### src/assert_macros.svh
// ----------------------------------------------------------------------------
// Assertion macros
// Shared concurrent assertion forms, clocked on clk with async reset arst_n.
// ----------------------------------------------------------------------------
`ifndef ASSERT_MACROS_SVH
`define ASSERT_MACROS_SVH

// Same-cycle implication
`define ASSERT_SAME(label, ante, cons, msg) \
	label: assert property (@(posedge clk) disable iff (!arst_n) \
		(ante) |-> (cons)) else $error(msg);

// Next-cycle implication
`define ASSERT_NEXT(label, ante, cons, msg) \
	label: assert property (@(posedge clk) disable iff (!arst_n) \
		(ante) |=> (cons)) else $error(msg);

`endif

### src/crcbam_pkg.sv
// ----------------------------------------------------------------------------
// crcbam_pkg
// Types, codes and bit-level helpers for the multi-width augmented CRC.
// ----------------------------------------------------------------------------
package crcbam_pkg;

	localparam int CRC_W  = 10;
	localparam int DATA_W = 8;
	localparam int IDX_W  = 3;

	// Width select codes (code 3 behaves as 10 bits)
	localparam logic [1:0] WSEL_5  = 2'd0;
	localparam logic [1:0] WSEL_8  = 2'd1;
	localparam logic [1:0] WSEL_10 = 2'd2;

	// Register indexes
	localparam logic [IDX_W-1:0] REG_WIDTH_SELECT = 3'd0;
	localparam logic [IDX_W-1:0] REG_POLYNOMIAL   = 3'd1;
	localparam logic [IDX_W-1:0] REG_SEED_VALUE   = 3'd2;
	localparam logic [IDX_W-1:0] REG_LSB_FIRST    = 3'd3;
	localparam logic [IDX_W-1:0] REG_REFLECT_CRC  = 3'd4;

	// Width masks
	localparam logic [CRC_W-1:0] MASK_5  = 10'h01F;
	localparam logic [CRC_W-1:0] MASK_8  = 10'h0FF;
	localparam logic [CRC_W-1:0] MASK_10 = 10'h3FF;

	// Configuration as seen by the datapath
	typedef struct packed {
		logic [1:0]       width_select;
		logic [CRC_W-1:0] polynomial;
		logic [CRC_W-1:0] seed_value;
		logic             lsb_first;
		logic             reflect_crc;
	} cfg_t;

	function automatic logic [CRC_W-1:0] width_mask(input logic [1:0] wsel);
		case (wsel)
			WSEL_5:  return MASK_5;
			WSEL_8:  return MASK_8;
			default: return MASK_10;
		endcase
	endfunction

	function automatic logic [3:0] width_bits(input logic [1:0] wsel);
		case (wsel)
			WSEL_5:  return 4'd5;
			WSEL_8:  return 4'd8;
			default: return 4'd10;
		endcase
	endfunction

	function automatic logic top_bit(input logic [CRC_W-1:0] r, input logic [1:0] wsel);
		case (wsel)
			WSEL_5:  return r[4];
			WSEL_8:  return r[7];
			default: return r[9];
		endcase
	endfunction

	// One shift of the register with feedback from the top bit of the width
	function automatic logic [CRC_W-1:0] shift_bit(input logic [CRC_W-1:0] r,
			input logic b, input logic [1:0] wsel, input logic [CRC_W-1:0] poly);
		logic [CRC_W-1:0] m;
		logic [CRC_W-1:0] nxt;
		m   = width_mask(wsel);
		nxt = {r[CRC_W-2:0], b} & m;
		if (top_bit(r, wsel)) begin
			nxt = nxt ^ (poly & m);
		end
		return nxt;
	endfunction

	// Bit-reverse the low width bits of a value already masked to the width
	function automatic logic [CRC_W-1:0] reverse_bits(input logic [CRC_W-1:0] v,
			input logic [1:0] wsel);
		logic [CRC_W-1:0] r10;
		for (int i = 0; i < CRC_W; i++) begin
			r10[i] = v[CRC_W-1-i];
		end
		case (wsel)
			WSEL_5:  return r10 >> 5;
			WSEL_8:  return r10 >> 2;
			default: return r10;
		endcase
	endfunction

endpackage

### src/crcbam_byte_update.sv
// ----------------------------------------------------------------------------
// crcbam_byte_update
// Start value selection and eight unrolled shift steps for one data byte.
// ----------------------------------------------------------------------------
module crcbam_byte_update (
	input  crcbam_pkg::cfg_t                   cfg,
	input  logic                               first_byte,
	input  logic [crcbam_pkg::CRC_W-1:0]       crc_in,
	input  logic [crcbam_pkg::DATA_W-1:0]      data_byte,
	output logic [crcbam_pkg::CRC_W-1:0]       crc_out
);

	logic [crcbam_pkg::CRC_W-1:0] mask;
	logic [crcbam_pkg::CRC_W-1:0] start;

	// Seed (reflected if reflect_crc is set) on the first byte, else the running register
	always_comb begin
		mask = crcbam_pkg::width_mask(cfg.width_select);
		if (first_byte) begin
			start = cfg.seed_value & mask;
			if (cfg.reflect_crc) begin
				start = crcbam_pkg::reverse_bits(start, cfg.width_select);
			end
		end else begin
			start = crc_in & mask;
		end
	end

	// Eight data bits, MSB or LSB first
	always_comb begin
		logic [crcbam_pkg::CRC_W-1:0] r;
		logic [2:0]                   idx;
		r = start;
		for (int i = 0; i < crcbam_pkg::DATA_W; i++) begin
			idx = cfg.lsb_first ? i[2:0] : 3'(crcbam_pkg::DATA_W - 1 - i);
			r = crcbam_pkg::shift_bit(r, data_byte[idx], cfg.width_select,
				cfg.polynomial);
		end
		crc_out = r;
	end

endmodule

### src/crcbam_finish.sv
// ----------------------------------------------------------------------------
// crcbam_finish
// Augmentation with width zero bits, optional reflection and final mask.
// ----------------------------------------------------------------------------
module crcbam_finish (
	input  crcbam_pkg::cfg_t             cfg,
	input  logic [crcbam_pkg::CRC_W-1:0] crc_in,
	output logic [crcbam_pkg::CRC_W-1:0] crc_value
);

	logic [3:0] aug_len;

	always_comb begin
		logic [crcbam_pkg::CRC_W-1:0] r;
		aug_len = crcbam_pkg::width_bits(cfg.width_select);
		r = crc_in;
		// Zero-bit shifts, only as many as the width
		for (int i = 0; i < crcbam_pkg::CRC_W; i++) begin
			if (4'(i) < aug_len) begin
				r = crcbam_pkg::shift_bit(r, 1'b0, cfg.width_select, cfg.polynomial);
			end
		end
		if (cfg.reflect_crc) begin
			r = crcbam_pkg::reverse_bits(r, cfg.width_select);
		end
		crc_value = r & crcbam_pkg::width_mask(cfg.width_select);
	end

endmodule

### src/crc_bitwise_augmented_multi_width_top.sv
// ----------------------------------------------------------------------------
// crc_bitwise_augmented_multi_width_top
// Streaming 5/8/10-bit augmented CRC, one message byte per request.
// ----------------------------------------------------------------------------
// The block takes bytes on the slave stream and returns each message's CRC
// on the master stream, one request per message, after the input, stage 2
// and output registers. The byte stage is an unrolled eight-step shift/XOR
// network looping on the running CRC register, so a new byte can follow
// every unstalled cycle. Augmentation by width zero bits, the final
// reflection and masking sit in a separate stage after it. The whole
// pipeline stalls only while a finished CRC waits on m_tready. Configuration
// writes must be made with no message in progress and no result pending.
`include "assert_macros.svh"

module crc_bitwise_augmented_multi_width_top (
	input  logic        clk,
	input  logic        arst_n,
	// Configuration write channel
	input  logic        cfg_valid,
	output logic        cfg_ready,
	input  logic [crcbam_pkg::IDX_W-1:0] cfg_index,
	input  logic [crcbam_pkg::CRC_W-1:0] cfg_data,
	// Input stream
	input  logic        s_tvalid,
	output logic        s_tready,
	input  logic [7:0]  s_tdata,    // [7:0] data_byte
	input  logic        s_tlast,    // last_byte
	// Result stream
	output logic        m_tvalid,
	input  logic        m_tready,
	output logic [15:0] m_tdata     // [9:0] crc_value, [15:10] zero
);

	crcbam_pkg::cfg_t cfg;

	logic [1:0]                      width_select_q;
	logic [crcbam_pkg::CRC_W-1:0]    polynomial_q;
	logic [crcbam_pkg::CRC_W-1:0]    seed_value_q;
	logic                            lsb_first_q;
	logic                            reflect_crc_q;

	logic                            advance;
	logic                            valid_s1;
	logic [crcbam_pkg::DATA_W-1:0]   data_s1;
	logic                            last_s1;
	logic [crcbam_pkg::CRC_W-1:0]    crc_q;
	logic                            in_msg_q;
	logic [crcbam_pkg::CRC_W-1:0]    byte_crc;
	logic                            valid_s2;
	logic [crcbam_pkg::CRC_W-1:0]    aug_s2;
	logic [crcbam_pkg::CRC_W-1:0]    fin_crc;
	logic                            valid_s3;
	logic [crcbam_pkg::CRC_W-1:0]    crc_s3;

	// Configuration registers
	assign cfg_ready = 1'b1;

	always_ff @(posedge clk or negedge arst_n) begin
		if (!arst_n) begin
			width_select_q <= crcbam_pkg::WSEL_8;
			polynomial_q   <= 10'd7;
			seed_value_q   <= '0;
			lsb_first_q    <= 1'b0;
			reflect_crc_q  <= 1'b0;
		end else if (cfg_valid && cfg_ready) begin
			case (cfg_index)
				crcbam_pkg::REG_WIDTH_SELECT: width_select_q <= cfg_data[1:0];
				crcbam_pkg::REG_POLYNOMIAL:   polynomial_q   <= cfg_data;
				crcbam_pkg::REG_SEED_VALUE:   seed_value_q   <= cfg_data;
				crcbam_pkg::REG_LSB_FIRST:    lsb_first_q    <= cfg_data[0];
				crcbam_pkg::REG_REFLECT_CRC:  reflect_crc_q  <= cfg_data[0];
				default: ;
			endcase
		end
	end

	assign cfg = '{
		width_select: width_select_q,
		polynomial:   polynomial_q,
		seed_value:   seed_value_q,
		lsb_first:    lsb_first_q,
		reflect_crc:  reflect_crc_q
	};

	// Pipeline moves whenever the output register is free or being taken
	assign advance  = !valid_s3 || m_tready;
	assign s_tready = advance;

	// Stage 1: input register
	always_ff @(posedge clk or negedge arst_n) begin
		if (!arst_n) begin
			valid_s1 <= 1'b0;
		end else if (advance) begin
			valid_s1 <= s_tvalid;
		end
	end

	always_ff @(posedge clk) begin
		if (advance && s_tvalid) begin
			data_s1 <= s_tdata;
			last_s1 <= s_tlast;
		end
	end

	// Byte update network
	crcbam_byte_update u_byte (
		.cfg        (cfg),
		.first_byte (!in_msg_q),
		.crc_in     (crc_q),
		.data_byte  (data_s1),
		.crc_out    (byte_crc)
	);

	// Running CRC and message state
	always_ff @(posedge clk or negedge arst_n) begin
		if (!arst_n) begin
			crc_q    <= '0;
			in_msg_q <= 1'b0;
		end else if (advance && valid_s1) begin
			crc_q    <= byte_crc;
			in_msg_q <= !last_s1;
		end
	end

	// Stage 2: register holding a message's pre-augmentation CRC
	always_ff @(posedge clk or negedge arst_n) begin
		if (!arst_n) begin
			valid_s2 <= 1'b0;
		end else if (advance) begin
			valid_s2 <= valid_s1 && last_s1;
		end
	end

	always_ff @(posedge clk) begin
		if (advance && valid_s1 && last_s1) begin
			aug_s2 <= byte_crc;
		end
	end

	// Augment, reflect, mask
	crcbam_finish u_finish (
		.cfg       (cfg),
		.crc_in    (aug_s2),
		.crc_value (fin_crc)
	);

	// Stage 3: output register
	always_ff @(posedge clk or negedge arst_n) begin
		if (!arst_n) begin
			valid_s3 <= 1'b0;
		end else if (advance) begin
			valid_s3 <= valid_s2;
		end
	end

	always_ff @(posedge clk) begin
		if (advance && valid_s2) begin
			crc_s3 <= fin_crc;
		end
	end

	assign m_tvalid = valid_s3;
	assign m_tdata  = {6'd0, crc_s3};

	// Checks
	`ASSERT_SAME(a_crc5_masked, m_tvalid && (width_select_q == crcbam_pkg::WSEL_5),
		m_tdata[9:5] == 5'd0, "5-bit CRC has bits above its width")
	`ASSERT_SAME(a_crc8_masked, m_tvalid && (width_select_q == crcbam_pkg::WSEL_8),
		m_tdata[9:8] == 2'd0, "8-bit CRC has bits above its width")
	`ASSERT_NEXT(a_last_ends_msg, advance && valid_s1 && last_s1,
		!in_msg_q && valid_s2, "last byte did not close the message")
	`ASSERT_NEXT(a_result_follows, advance && valid_s2,
		m_tvalid, "finished CRC was not presented")

endmodule

### config.mk
export PLATFORM = sky130hd
export DESIGN_NAME = crc_bitwise_augmented_multi_width_top
export DESIGN_NICKNAME = d
export VERILOG_FILES = /design/src/crcbam_pkg.sv /design/src/crcbam_byte_update.sv /design/src/crcbam_finish.sv /design/src/crc_bitwise_augmented_multi_width_top.sv
export VERILOG_INCLUDE_DIRS = /design/src /design/src/src
export SDC_FILE = /design/constraint.sdc
export NUM_CORES = 1
export LEC_CHECK = 0
export ABC_CLOCK_PERIOD_IN_PS = 8800
export BUFFER_PORTS_ARGS = -buffer_cell sky130_fd_sc_hd__buf_2
export CORE_AREA = 10 10 129 178
export DETAILED_ROUTE_END_ITERATION = 7
export DIE_AREA = 0 0 139 188
export GPL_TIMING_DRIVEN = 1
export SYNTH_ARGS = -nofsm -noshare
export SYNTH_HDL_FRONTEND = slang
export SYNTH_SLANG_ARGS = --single-unit
### constraint.sdc
create_clock -name clk -period 8.8 [get_ports clk]
set_input_delay 1.32 -clock clk [delete_from_list [all_inputs] [get_ports clk]]
set_output_delay 1.32 -clock clk [all_outputs]
set_load 0.02 [all_outputs]
[Word-level counts from Yosys, hierarchy flattened]
Index checks and enable logic that the tools add are counted.
Cells by class
  $lt $le $gt $ge: 18
  equality and inequality tests: 5
  muxes and demuxes: 97
  bitwise logic cells: 50
  reduce and logical (&&, ||, !) cells: 15
Operators with widths (number)
  $mux W10: 41
  $and A10 B10 Y10: 32
  $xor A10 B10 Y10: 18
  $pmux W10 S2: 3
  $pmux W1 S2: 18
  $lt A3 B4 Y1 const B: 8
  $bmux W1 S3: 8
  $mux W3: 8
  $mux W1: 18
  $lt A3 B4 Y1 const A: 4
  $reduce_and A2 Y1: 5
  $lt A1 B4 Y1 const A: 2
  $lt A2 B4 Y1 const A: 2
  $lt A4 B4 Y1 const A: 2
  $pmux W4 S2: 1
  $eq A3 B2 Y1 const B: 2
  $logic_and A1 B1 Y1: 5
  $eq A3 B1 Y1 const B: 1
  $eq A3 B3 Y1 const B: 1
  $logic_not A3 Y1: 1
  $eq A2 B1 Y1 const B: 1
  $logic_not A1 Y1: 2
  $logic_not A2 Y1: 1
  $logic_or A1 B1 Y1: 1
Storage, ports and cells
  bits in registers: 67
  input port bits: 27
  output and inout bits: 19
  logic and storage cells: 199

[Longest topological paths before layout]
  depth after elaboration: 47
  gate-level depth with buffers: 37
  depth with buffers taken out: 25

[Modules after synthesis]
A second synthesis with hierarchy kept.
Unflattened totals
  cell total of the unflattened synthesis: 1171
  area, all modules: 9614.2 µm²
Modules (own cells, without submodules)
  crcbam_finish: instances 1, cells each 640, area each 4294.1 µm², seq. area each 0.0 µm²
  crcbam_byte_update: instances 1, cells each 400, area each 2894.0 µm², seq. area each 0.0 µm²
  crc_bitwise_augmented_multi_width_top: instances 1, cells each 131, area each 2426.1 µm², seq. area each 1826.8 µm²

[Worst setup path before layout]
OpenSTA, ideal clock, no wires.
  path kind: flip-flop to flip-flop
  from: reg width_select_q[0]
  to: reg crc_s3[1] (netlist name), data pin
  setup time: 0.259 ns
  data arrival time: 8.270 ns
  path slack: 0.271 ns
  stages on the path, launching flop included: 34
  path buffers: 10
  clock period less this slack: 8.529 ns
  path through: dfstp_2 -> or2_1 -> clkbuf_1 -> clkbuf_1 -> clkbuf_1 -> clkbuf_1 -> buf_1 -> clkbuf_1 -> ha_1 -> buf_2 -> buf_4 -> nand3_2 -> o211ai_1 -> xnor3_1 -> a2111oi_2 -> nor3_2 -> a21oi_1 -> mux2_2 -> nor4_2 -> nor3_1 -> o31a_1 -> or4_1 -> mux2i_1 -> and2_1 -> mux2i_2 -> and2_1 -> buf_4 -> nor4_1 -> a2111o_1 -> buf_6 -> o21ai_4 -> and4_1 -> o32a_1 -> a211o_1
Between the ends
  word-level cells in the longest chain between the ends: 46
  elaborated cells on any way between the ends: 97
  classes of those cells: order compare: 10; eq/ne: 1; mux: 54; bitwise: 31; reduce/logical: 1
RTL lines
  start, declared: line crc_bitwise_augmented_multi_width_top.sv:36  | logic [1:0] width_select_q;
  start signal, assigned: line crc_bitwise_augmented_multi_width_top.sv:60  | width_select_q <= crcbam_pkg::WSEL_8;
  start signal, assigned: line crc_bitwise_augmented_multi_width_top.sv:67  | crcbam_pkg::REG_WIDTH_SELECT: width_select_q <= cfg_data[1:0];
  $eq A2 B1 Y1 / $logic_not A2 Y1 (equally long branches)
  $pmux W10 S2: line crcbam_pkg.sv:38  | case (wsel)
  $mux W10: line crcbam_finish.sv:19  | if (4'(i) < aug_len) begin
  $and A10 B10 Y10, on equally long branches: line crcbam_pkg.sv:67, crcbam_pkg.sv:69
  $xor A10 B10 Y10: line crcbam_pkg.sv:69  | nxt = nxt ^ (poly & m);
  $mux W10: line crcbam_pkg.sv:68  | if (top_bit(r, wsel)) begin
  $mux W10: line crcbam_finish.sv:19
  $pmux W1 S2 / $and A10 B10 Y10 (equally long branches): line crcbam_pkg.sv:54, crcbam_pkg.sv:67
  (+31 left out)
  $pmux W1 S2 / $and A10 B10 Y10 (equally long branches): line crcbam_pkg.sv:54, crcbam_pkg.sv:67
  $mux W1 / $xor A10 B10 Y10 (equally long branches): line crcbam_finish.sv:19, crcbam_pkg.sv:69
  $mux W10: line crcbam_pkg.sv:68
  $mux W10: line crcbam_finish.sv:19
  $pmux W10 S2: line crcbam_pkg.sv:81  | case (wsel)
  $mux W10 *: line crcbam_finish.sv:23  | if (cfg.reflect_crc) begin
  $and A10 B10 Y10 *: line crcbam_finish.sv:26  | crc_value = r & crcbam_pkg::width_mask(cfg.width_select);
  via fin_crc (one bit): line crc_bitwise_augmented_multi_width_top.sv:51  | logic [crcbam_pkg::CRC_W-1:0] fin_crc;
  end signal, assigned: line crc_bitwise_augmented_multi_width_top.sv:158  | crc_s3 <= fin_crc;
  end, declared: line crc_bitwise_augmented_multi_width_top.sv:53  | logic [crcbam_pkg::CRC_W-1:0] crc_s3;
The timed path passes the listed nets; every way through them passes the cells marked *. The select of a mux whose other input is x is not followed.
A chain may end at the register's enable or synchronous reset.

[Worst setup path in the final report]
  from: reg width_select_q[1]
  to: reg crc_s3[0] (netlist name), data pin
Same word-level chain as after synthesis.

==> run metrics <==
status=finished clean; clock sinks=between 60 and 70; Worst-Skew Late Latency=~0.34 ns; Reg2Reg Setup Slack=0.49 ns; Startpoint Class=register; WHS=0.4771 ns; Vias=8819; Layout Utilization=0.4781; initial antenna violation count=0; largest net degree at the start of global routing=a little over 50; CTS tree=done; worst hold path cell count=2; Synth cell types=approximately 110; Hold EP=m_tvalid; Crit. Startpoint=width_select_q[1]; Initial Util=0.4434; post-CTS setup buffer count=0; largest buffer count on any clock path=2; pre-CTS setup slack=0.4312 ns; Commonest cells post-synth=nand2_1 (150), xnor2_1 (96), nor2_1 (65); cell depth of the worst flop-to-flop path=27; Worst Min Path Start=valid_s2; syn_area_per_cell=approximately 7.9 µm²; most numerous cell in the Yosys netlist=nand2_1; Die Area=approximately 26000 µm²; Worst R2R Start=width_select_q[1]; TNS Setup=0 ns; GR Overflow Total=0; Final Hold Viols=0; drt wl/cell=about 23 µm; CTS HTree Levels=3; CP Class=register to register; Nets=about 1.1k; Final WS setup=between 0.4 and 0.5 ns; hold_buf cts=0; Die W=approximately 140 µm; number of diodes=0; layout overhead on the synthesized area=7.839%; skew final=approximately 0.0088 ns; gr usage total=0.2358; post-DR vias/cell=6.461; Slew Viols, Final=0; Yosys top cell area share=0.09974; # DRC=0; data arrival time of the critical path=between 8 and 9 ns; slew margin rel.=0.2993; minimum period implied by the final worst setup slack=~8.3 ns; Primary FF master, synth=dfrtp_1; crit-path max FO=21; Slew @ Worst Pin=1.047 ns; Ports=46; Max-Cap Viols=0; first-pass GRT wire length=about 50000 µm; Core Rows=61; Core Box Area=slightly below 20000 µm²; leading area contributor after synthesis=edfxtp_1; synthesized flop and latch total=67; clk slew on worst S/H paths=around 0.060 ns; f_max=about 120 MHz; Synth async-reset ratio=0.5672; number of global-route vias before repair=approximately 8.8k; Final Cycle Share=0.9449; routability cong.=between 0.9 and 1; post_cts resized=0; Hold Path Class=register to register; DP HPWL=23420 µm; EDFF count, synth=29; clk root buf=clkbuf_16; CP endpoint kind=register; synthesized instance count=approximately 1.1k; top post-synthesis cells by area=edfxtp_1 (10%), dfrtp_1 (9.7%), xnor2_1 (9.6%); Post-Synthesis Cell Area=just under 9000 µm²; CP required=roughly 9 ns; Yosys warning count=0; Seq/Total Area, Yosys=0.2092; RR Endpoint=crc_s3[0]; final WL=between 30000 and 40000 µm; antenna-violating nets left=0; Port Buffers=38; share of cells above drive strength 1=0.1545; final setup fails=0; RSZ-0062 raised after global routing=no; CTS buffer count=9; DIE HEIGHT=roughly 190 µm; drt pass-1 iters=5; DR iter-0 viols=roughly 800
==> cell type report <==
class                      instances  area (µm²)
fill                            1971       10280
multi-input combinational        939        6470
sequential                        67        1827
timing repair buffer              68       415.4
tap                              252       315.3
clock buffer                      12       267.8
inverter                          23       86.33
clock inverter                     4       33.78
==> sequential cells by signal (all words and copies together) (netlist names), 2 cells and up <==
signal,flops
data_s1,8
seed_value_q,10
crc_q,10
width_select_q,2
crc_s3,10
polynomial_q,10
aug_s2,10
==> cells in the final DEF (no fill, tap or decap), types with 14 or more instances in the layout <==
cell type / count
nand2_1: 150
xnor2_1: 96
nor2_1: 65
o21ai_0: 55
a21oi_1: 50
nand3_1: 40
buf_2: 38
xor2_1: 34
dfrtp_1: 34
buf_4: 30
mux2_2: 29
edfxtp_1: 29
nor3_1: 27
mux2i_1: 26
o211ai_1: 25
a211oi_1: 20
and2_1: 20
inv_1: 19
nand4_1: 17
and3_1: 15
a211o_1: 14
==> routing by layer <==
layer / part of all wire / GRT usage / vias to the layer above
met2: 0.50 / 0.4164 / 387
met1: 0.38 / 0.2558 / 4191
li1: - / - / 4115
met3: 0.061 / 0.03312 / 126
met5: 0 / 0 / -
met4: 0.065 / 0.1565 / 0
==> cells by family after synthesis <==
| logic type | after synthesis | share of synthesized area |
|---|---|---|
| simple gates | 410 | 0.2363 |
| other cells | 2 | 0.0008602 |
| flops | 67 | 0.2092 |
| xor+xnor | 133 | 0.1367 |
| mux | 61 | 0.07667 |
| fa+ha+maj | 2 | 0.002866 |
| compound gates | 326 | 0.2812 |
| buf+inv | 111 | 0.05618 |
==> worst max-delay path by stage <==
stage,endpoint,cells after the start,slack (ns)
2_1_floorplan,crc_s3[1],33,0.27
3_3_place_gp,crc_s3[1],27,0.56
3_5_place_dp,crc_s3[1],27,0.43
4_1_cts,crc_s3[1],27,0.41
5_1_grt,crc_s3[1],26,0.03
6_report,crc_s3[0],27,0.49
==> critical path, cell delays in order (launching register included) <==
cell and delay [ns]:
dfrtp_1 0.43, buf_4 0.20, or2_2 0.32, ha_2 0.32, buf_4 0.27, nor3b_1 0.33
a211oi_1 0.16, or3_1 0.36, mux2_4 0.29, a211o_1 0.36, xor2_1 0.22, a21oi_1 0.29
mux2_2 0.44, nor4_4 0.44, or3_1 0.19, nand4_1 0.21, a31oi_2 0.44, buf_4 0.21
nand2_1 0.07, xnor2_1 0.19, or4_1 0.53, a31oi_1 0.32, o2111ai_1 0.25, and2_1 0.29
a2111oi_0 0.39, and4bb_1 0.29, o211ai_1 0.19, o22a_1 0.18
==> through the flow <==
stage | cells | area, µm²
2_1_floorplan | 1117 | 8750
3_3_place_gp | 1349 | 9079
3_5_place_dp | 1349 | 9079
4_1_cts | 1365 | 9380
5_1_grt | 1365 | 9415
6_report | 1365 | 9415
Power is left out: the tool's default activity adds up to more than one toggle a clock period on the data nets, which glitch-free logic cannot reach.
